--- config.mk ---
export PLATFORM = sky130hd
export DESIGN_NAME = hq_cmd_fifo
export DESIGN_NICKNAME = d
export VERILOG_FILES = /design/src/sv/hq_cmd_fifo.sv
export SDC_FILE = /design/constraint.sdc
export NUM_CORES = 1
export LEC_CHECK = 0
export BUFFER_PORTS_ARGS = -buffer_cell sky130_fd_sc_hd__buf_4
export CORE_UTILIZATION = 25
export DETAILED_ROUTE_END_ITERATION = 10
export HOLD_SLACK_MARGIN = 0.15
export MAX_ROUTING_LAYER = met4
export PLACE_DENSITY = 0.5
export SETUP_SLACK_MARGIN = 0.3
export SLEW_MARGIN = 40
export SYNTH_ARGS = -nofsm -noshare
export SYNTH_HDL_FRONTEND = slang
export SYNTH_SLANG_ARGS = --single-unit
--- constraint.sdc ---
create_clock -name clk -period 7 [get_ports clk]
set_input_delay 1.4 -clock clk [delete_from_list [all_inputs] [get_ports clk]]
set_output_delay 1.4 -clock clk [all_outputs]
set_load 0.01 [all_outputs]
--- src/sv/hq_cmd_fifo.sv ---
// Small register FIFO that decouples the front end from the heap engine.
module hq_cmd_fifo #(
    parameter int WIDTH = 34,
    parameter int DEPTH = 2
) (
    input  logic             clk,
    input  logic             rst_n,
    input  logic             push,
    input  logic [WIDTH-1:0] wdata,
    output logic             full,
    input  logic             pop,
    output logic [WIDTH-1:0] rdata,
    output logic             empty
);

    localparam int PW = (DEPTH > 1) ? $clog2(DEPTH) : 1;
    localparam int CW = $clog2(DEPTH + 1);

    logic [WIDTH-1:0] mem_reg [DEPTH];
    logic [PW-1:0]    wr_ptr_reg;
    logic [PW-1:0]    wr_ptr_next;
    logic [PW-1:0]    rd_ptr_reg;
    logic [PW-1:0]    rd_ptr_next;
    logic [CW-1:0]    level_reg;
    logic [CW-1:0]    level_next;
    logic             do_push;
    logic             do_pop;

    assign full    = (level_reg == CW'(DEPTH));
    assign empty   = (level_reg == '0);
    assign do_push = push && !full;
    assign do_pop  = pop && !empty;
    assign rdata   = mem_reg[rd_ptr_reg];

    always_comb
    begin
        wr_ptr_next = wr_ptr_reg;
        rd_ptr_next = rd_ptr_reg;
        level_next  = level_reg;
        if (do_push)
        begin
            wr_ptr_next = (wr_ptr_reg == PW'(DEPTH - 1)) ? '0 : wr_ptr_reg + 1'b1;
        end
        if (do_pop)
        begin
            rd_ptr_next = (rd_ptr_reg == PW'(DEPTH - 1)) ? '0 : rd_ptr_reg + 1'b1;
        end
        if (do_push && !do_pop)
        begin
            level_next = level_reg + 1'b1;
        end
        else if (do_pop && !do_push)
        begin
            level_next = level_reg - 1'b1;
        end
    end

    always_ff @(posedge clk or negedge rst_n)
    begin
        if (!rst_n)
        begin
            wr_ptr_reg <= '0;
            rd_ptr_reg <= '0;
            level_reg  <= '0;
        end
        else
        begin
            wr_ptr_reg <= wr_ptr_next;
            rd_ptr_reg <= rd_ptr_next;
            level_reg  <= level_next;
        end
    end

    always_ff @(posedge clk)
    begin
        if (do_push)
        begin
            mem_reg[wr_ptr_reg] <= wdata;
        end
    end

endmodule

==> results.md <==
* Wire per inst at 13.9 um
* Syn nets at 164
* RSZ-0062 raised after global routing: false
* Main combinational cell family by area after synthesis: multiplexers
* Number of flops mapped to enable cells by yosys at 68
* H-tree Lvls at 3
* Post-Synthesis Cells at 125
* CTS tree: yes
* Final Hold Fails at 0
* Slew margin rel. at 0.559
* Initial Util at 0.257
* Top Ports at 74
* Hold WC Path Type: flip-flop to flip-flop
* Most common cell in the netlist: edfxtp_1
* PostCTS Resize Cnt at 0
* Die ar. at 11600 um2
* First-pass GRT wire length at 7.42 mm
* Post-synthesis mux area share at 0.176
* Cell Chain, Critical Path: mux2_2 > buf_4
* Vias at 1377
* Crit path kind: flip-flop to output pin
* Static Leak at 1.48 nW
* Core Region at 10900 um2
* Die height at 108 um
* Synth-to-Final Area Change at 33.9%
* Max_cap viols at 0
* Drt pass-1 iters at 4
* Detailed Route WL at 4.91 mm
* DRC errors left at 0
* Layout cells sized above 1 at 0.604
* CP arrival at 1.77 ns
* Worst vdd ir at 0.259 mV
* Die Wd at 108 um
* Area contributors post-synth: edfxtp_1, mux2_4, dfrtp_1, buf_12, mux2_2
* Commonest cells post-synth: edfxtp_1, mux2_4, mux2_2
* Maximum buffer depth of the clock tree at 2
* Seq/Total Area, Yosys at 0.765
* Final setup vio count at 0
* Synth warn at 0
* Post-layout minimum cycle time at 3.17 ns
* Overall Global Routing Usage at 0.0922
* Initial antenna violation count at 0
* Number of flip-flops in the largest register at 68
* Post-synthesis xor/xnor area fraction at 0.0156
* Synth Area in Compound Gates at 0.00179
* Async S/R FF share, synth at 0.0556
* CP max-delay cell: dfrtp_4
* Root buf cell: clkbuf_8
* Number of synthesized register bits at 72
* Post-Synth Simple-Gate Area at 0.00983
* Vias in the first global route at 1460
* Synthesized area at 2800 um2
* Nets at 246
* Total CTS buffers at 9
* Skew final at 0.0113 ns
* Clk pin slew, worst setup/hold paths at 0.08 ns
* Post-DP HPWL at 3.18 mm
* Synth top area share at 0.729
* Fill count at 1048
* Critical Path Fanout Max at 35
* Pins Over Slew Limit at 0
* Placer Congestion at 0.617
* Most used flip-flop cell after synthesis: edfxtp_1
* Worst Path Required at 5.60 ns
* Outcome: finished, final reports clean
* Mapped Avg Cell Area at 22.4 um2
* Rows at 38
* Netlist cell types at 15
* Final Cycle Share at 0.453
* Via density at 3.91
* Setup Fix Bufs, Post-CTS at 0
* Fmax at 315 MHz
* Worst Max-Slew Pin Slew at 0.661 ns
* Setup tns final at 0 ns
* # hold bufs at CTS at 0
* Adder-cell share of the synthesized area at 0.00447
* Pwr/cell area at 420 nW/um2
* Delay-heaviest family, CP: flip-flops
* Clock sinks at 72
* Critical path buffers and inverters at 1
* Synth area leader: edfxtp_1
* Crit start category: flip-flop
* Clock latency on the worst-skew pair at 0.34 ns
* Post-DRT Antenna Nets at 0
* Final Non-Filler Cells at 352
* Ant. Diodes at 0
* Port Buf Inserts at 73
* Placed Cells at 336
* Setup crit end kind: output pin
* Iter 0 DRT Violations at 25
* Largest stage delay, worst path at 0.86 ns
* Largest net degree at the start of global routing at 36
* Grt total ovfl at 0
==> kinds of logic after synthesis <==
family,after synthesis
AOI/OAI and AO/OA,1
xor gates and xnor gates,5
adders and majority gates,1
buffers and inverters,6
DFF,72
muxes,34
and+or+nand+nor,6
==> per-layer routing <==
| layer | vias to the layer above | track usage | wire length [um] |
|---|---|---|---|
| li1 | 644 | - | - |
| met1 | 686 | 0.111 | 2180 |
| met2 | 47 | 0.134 | 2400 |
| met3 | 0 | 0.0387 | 329 |
| met4 | 0 | 0.0411 | 0 |
| met5 | - | - | 0 |
==> final cells by class <==
type | instances | area (um2) | share of cell area
Multi-Input combinational cell | 47 | 593 | 0.158
Inverter | 2 | 7.51 | 0.00200
Tap cell | 140 | 175 | 0.0467
Clock inverter | 7 | 126 | 0.0337
Clock buffer | 9 | 124 | 0.0330
Sequential cell | 72 | 2150 | 0.572
Timing Repair Buffer | 75 | 578 | 0.154
==> through the flow <==
step | hold WS (ns) | power [mW] | worst slack, ns | instance area (um2) | util
after floorplan | 0.461 | 0.994 | 3.65 | 2800 | -
after global placement | 0.527 | 1.18 | 3.90 | 3460 | 0.318
after detailed placement | 0.525 | 1.19 | 4.17 | 3500 | 0.321
after CTS | 0.540 | 1.60 | 3.78 | 3750 | 0.344
after global routing | 0.572 | 1.66 | 3.74 | 3750 | 0.344
final | 0.540 | 1.57 | 3.83 | 3750 | 0.344
==> layout by cell type (no fill, tap or decap) <==
master / n
buf_4: 73
edfxtp_1: 68
mux2_4: 29
clkbuf_8: 9
mux2_2: 5
xnor2_1: 3
bufinv_16: 3
dfrtp_1: 3
inv_1: 2
nor2_1: 2
xor2_1: 2
buf_8: 2
nand2b_1: 1
nand2_1: 1
o21ai_1: 1
and3_4: 1
nor2_4: 1
ha_1: 1
clkinv_4: 1
inv_8: 1
inv_6: 1
clkinvlp_4: 1
dfrtp_4: 1
==> worst paths after layout <==
kind	slack (ns)	cells after the start	startpoint	endpoint
max	3.83	2	rd_ptr_reg	rdata[17]
min	0.54	1	level_reg[1]	level_reg[1]
max reg2reg	5.40	4	level_reg[0]	mem_reg[0][31]
min reg2reg	0.54	1	level_reg[1]	level_reg[1]
max in group asynchronous	6.04	1	rst_n	rd_ptr_reg
min in group asynchronous	0.84	1	rst_n	wr_ptr_reg
==> where the power goes <==
group          switching (mW)  total, mW  internal [mW]  leakage, nW
Clock                   0.167      0.408          0.241        0.122
Sequential             0.0855      0.677          0.591        0.677
Combinational           0.193      0.489          0.296        0.679
Total                   0.445       1.57           1.13         1.48
Power figures use the tool's default switching activity.
