==> config.mk <==
export PLATFORM = sky130hd
export DESIGN_NAME = hq_front
export DESIGN_NICKNAME = d
export VERILOG_FILES = /design/src/sv/hq_pkg.sv /design/src/sv/hq_front.sv
export SDC_FILE = /design/constraint.sdc
export NUM_CORES = 1
export LEC_CHECK = 0
export CORE_UTILIZATION = 50
export DETAILED_ROUTE_END_ITERATION = 16
export DONT_BUFFER_PORTS = 1
export GPL_TIMING_DRIVEN = 0
export REMOVE_ABC_BUFFERS = 1
export SLEW_MARGIN = 20
export SYNTH_ARGS = -nofsm -noshare
export SYNTH_HDL_FRONTEND = slang
export SYNTH_SLANG_ARGS = --single-unit
==> constraint.sdc <==
create_clock -name clk -period 2.2 [get_ports clk]
set_clock_uncertainty 0.15 [all_clocks]
set_input_delay 0.66 -clock clk [delete_from_list [all_inputs] [get_ports clk]]
set_output_delay 0.66 -clock clk [all_outputs]
set_load 0.005 [all_outputs]
==> src/sv/hq_pkg.sv <==
// Shared codes and types for the binary max-heap priority queue.
package hq_pkg;

    // Operation field of an incoming request.
    localparam logic OP_PUSH = 1'b0;
    localparam logic OP_POP  = 1'b1;

    // Status field of a result.
    localparam logic [1:0] ST_OK    = 2'd0;
    localparam logic [1:0] ST_EMPTY = 2'd1;
    localparam logic [1:0] ST_FULL  = 2'd2;

    // Classified command passed from the front end to the heap engine.
    typedef logic [1:0] cmd_kind_t;
    localparam cmd_kind_t CMD_PUSH      = 2'd0;
    localparam cmd_kind_t CMD_POP       = 2'd1;
    localparam cmd_kind_t CMD_ERR_EMPTY = 2'd2;
    localparam cmd_kind_t CMD_ERR_FULL  = 2'd3;

    localparam int CMD_KIND_W = 2;

endpackage

==> src/sv/hq_front.sv <==
// Front end: accepts requests and classifies them against the running entry count.
module hq_front
    import hq_pkg::*;
#(
    parameter int CAPACITY  = 256,
    parameter int KEY_WIDTH = 32
) (
    input  logic                        clk,
    input  logic                        rst_n,
    input  logic                        push,
    output logic                        full,
    input  logic                        operation,
    input  logic signed [KEY_WIDTH-1:0] value,
    output logic                        cmd_push,
    output cmd_kind_t                   cmd_kind,
    output logic        [KEY_WIDTH-1:0] cmd_value,
    input  logic                        cmd_full
);

    localparam int CW = $clog2(CAPACITY + 1);

    logic [CW-1:0] count_reg;
    logic [CW-1:0] count_next;
    logic          accept;

    assign full      = cmd_full;
    assign accept    = push && !cmd_full;
    assign cmd_push  = accept;
    assign cmd_value = value;

    // The count here runs ahead of the engine, but every classified command
    // is carried out in order, so it always matches what the engine will see.
    always_comb
    begin
        count_next = count_reg;
        cmd_kind   = CMD_PUSH;
        if (operation == OP_PUSH)
        begin
            if (count_reg == CW'(CAPACITY))
            begin
                cmd_kind = CMD_ERR_FULL;
            end
            else
            begin
                cmd_kind   = CMD_PUSH;
                count_next = count_reg + 1'b1;
            end
        end
        else
        begin
            if (count_reg == '0)
            begin
                cmd_kind = CMD_ERR_EMPTY;
            end
            else
            begin
                cmd_kind   = CMD_POP;
                count_next = count_reg - 1'b1;
            end
        end
    end

    always_ff @(posedge clk or negedge rst_n)
    begin
        if (!rst_n)
        begin
            count_reg <= '0;
        end
        else if (accept)
        begin
            count_reg <= count_next;
        end
    end

endmodule

==> results.md <==
- Hold path depth: 1
- Critical Path Start Type: register
- Relative slew slack: slightly above 70%
- Ratio of cells with drive above 1 in the final layout: 25.64%
- Slew @ Worst Pin: 0.4138 ns
- Crit Path Max Fanout: 3
- Clk Latency, worst-skew pair: 0.26 ns
- Sw Share: a little over two fifths
- Drt wl/cell: 23.93 µm
- Final Max Slew Viols: 0
- Most common cell after layout, fill and taps aside: o21ai_0
- Net switching power of the design: about 0.47 mW
- Worst stage delay on the critical path: 0.40 ns
- Die height: 45.58 µm
- Setup total negative slack: 0 ns
- RSZ-0062 raised after global routing: true
- Final setup viols: 0
- Crit-path cells: nor4_2, nand2_1, mux2_2
- Highest clock rate: 461.2 MHz
- Worst hold start: count_reg[8]$_DFFE_PN0P_
- GPL Wtd Cong: 0.8577
- Cts bufs inserted: 3
- Vias in the first global route: 578
- Worst reg-to-reg path cell count: 7
- Total gr overflow: 0
- R2R Path End: count_reg[8]$_DFFE_PN0P_
- Vias per inst: 5.806
- Number of port buffers: 0
- Post-synthesis cell area: 949.7 µm²
- DIE WIDTH: 45.58 µm
- Area Overhead vs Synth: -14.36%
- # rows: 15
- Slowest-stage cell, CP: dfrtp_1
- Leak: 0.3423 nW
- Final instance area: 813.3 µm²
- Clock buffer depth: 2
- Hpwl dp: approximately 2100 µm
- Initial core utilization: 54.41%
- Distinct cells, synth: 27
- Period utilization: 98.55%
- Non-Filler Instances: slightly above 100
- Worst R2R Setup Slack: 0.12 ns
- Max reg flops: 9
- Seq/Total Area, Yosys: 23.72%
- DR pass1 iterations: 6
- Min Hold Slack: about 0.36 ns
- Post-route ant nets: 0
- Largest net degree at the start of global routing: 16
- Synth Warn #: 0
- CTS tree: done
- Crit path kind: register to output pin
- Placed Cells: 95
- Initial drt markers: 11
- Sequential share of power: 32.7%
- Minimum clock period after layout: 2.168 ns
- Reg clk slew, reported paths: 0.05 ns
- Worst Hold Endpoint: count_reg[8]$_DFFE_PN0P_
- Reg-to-reg startpoint: count_reg[2]$_DFFE_PN0P_
- Crit path launch: count_reg[5]$_DFFE_PN0P_
- Core Area: 1745 µm²
- Power Density: 1377 nW/µm²
- Most frequent cells in the layout: o21ai_0, nand2_1, ha_1, dfrtp_1, xor2_1
- Placed instance area: around 700 µm²
- Clk sinks: 9
- Type of the worst min-delay path: register to register
- DR DRC count: 0
- Maximum VDD drop: about 370 µV
- Overall routed net length: around 2500 µm
- Gate Count Post-Synth: 104
- Initial antenna violation count: 0
- Net count reported at finish: between 100 and 150
- Die area: 2078 µm²
- Status: completed
- Global-route total usage across every layer: 25.53%
- Diode count: 0
- Syn avg cell area: 9.131 µm²
- Critical Path RT: around 1.4 ns
- WP data arrival: 1.36 ns
- Clk pwr share: 10.9%
- Number of synthesized register bits: 9
- Logic pwr share: 56.4%
- Internal power: 0.6496 mW
- Final hold vios: 0
- Clk Tree Root Cell: clkbuf_4
- Io pins: 73
- First-pass GRT wire length: 3429 µm
- Worst Setup End Kind: output pin
- Via count: 598
- Max-cap check violation count: 0
- H-Tree Depth: 1
power groups by stage:
stage	clock network, mW	logic (mW)	registers, mW
final	0.123	0.631	0.366
after global routing	0.139	0.715	0.381
after CTS	0.128	0.608	0.340
after detailed placement	0	0.550	0.341
after global placement	0	0.537	0.340
after floorplan	0	0.469	0.313
cell usage after synthesis:
master | instances | area [µm²]
and3_1 | 1 | 6.260
o31ai_1 | 1 | 7.510
dfrtp_1 | 9 | 225.2
o21ai_0 | 9 | 45.04
o22ai_1 | 1 | 6.260
nand2b_4 | 1 | 13.76
a211oi_1 | 3 | 22.52
nor2_1 | 1 | 3.750
xnor2_1 | 2 | 17.52
a21o_2 | 1 | 8.760
buf_4 | 33 | 247.7
and2b_2 | 1 | 8.760
or3_1 | 1 | 6.260
nor3_2 | 1 | 10.01
nor4_1 | 3 | 18.77
mux2_2 | 2 | 22.52
o21bai_1 | 3 | 22.52
o21a_1 | 2 | 15.01
xor2_1 | 6 | 52.55
nand2_1 | 7 | 26.28
buf_8 | 1 | 15.01
a21o_1 | 1 | 7.510
ha_1 | 7 | 87.58
a21oi_1 | 4 | 20.02
nor3_1 | 1 | 5.000
and3_2 | 1 | 7.510
fa_1 | 1 | 20.02
worst max-delay path, delay by kind of cell (launching register included):
family / cells / cell delay, ns
and+or+nand+nor: 2 / 0.41
muxes: 1 / 0.29
DFF: 1 / 0.40
per-layer routing:
metal / share of wire [%] / track usage, % / vias to the layer above
met4: 2.0 / 13.33 / 0
met3: 25 / 28.57 / 6
met5: 0 / 0 / -
li1: - / - / 283
met1: 35 / 25.00 / 261
met2: 38 / 32.29 / 48
logic make-up after synthesis:
logic type,Yosys count,share of synthesized area (%)
buf+inv,34,27.67
compound gates,25,16.34
simple gates,18,11.20
flops,9,23.72
xor+xnor,8,7.378
fa+ha+maj,8,11.33
mux,2,2.371
cell type report:
cell class,instances,area [µm²]
repair buffers,4,32.53
clock buffers,4,26.28
well taps,25,31.28
multi-input cells,61,495.5
fillers,171,932.1
flip-flops and latches,9,227.7
worst max path at each step:
stage	to	slack, ns
after floorplan	count_reg[8]$_DFFE_PN0P_	-0.05
after global placement	count_reg[8]$_DFFE_PN0P_	-0.23
after detailed placement	count_reg[8]$_DFFE_PN0P_	-0.22
after CTS	cmd_kind[0]	-0.02
after global routing	cmd_kind[0]	-0.06
final	cmd_kind[0]	0.03
stage by stage:
step                power, mW  util, %  setup slack [ns]
finish                  1.120    46.60           0.03180
global route            1.235    46.60          -0.06158
CTS                     1.077    45.16          -0.01833
detailed placement     0.8914    41.15           -0.2160
global placement       0.8768    41.15           -0.2273
floorplan              0.7817        -          -0.05230
what timing repair did:
| action | in CTS | in global routing |
|---|---|---|
| setup endpoints to repair | 3 | 5 |
| hold buffers | 1 | 0 |
| hold endpoints to repair | 9 | 0 |
| resized for setup | 2 | 6 |
| pin swaps | 2 | 0 |
| setup buffers | 3 | 0 |
| gates cloned | 0 | 0 |
No activity file was read; power rests on OpenSTA's default activity.
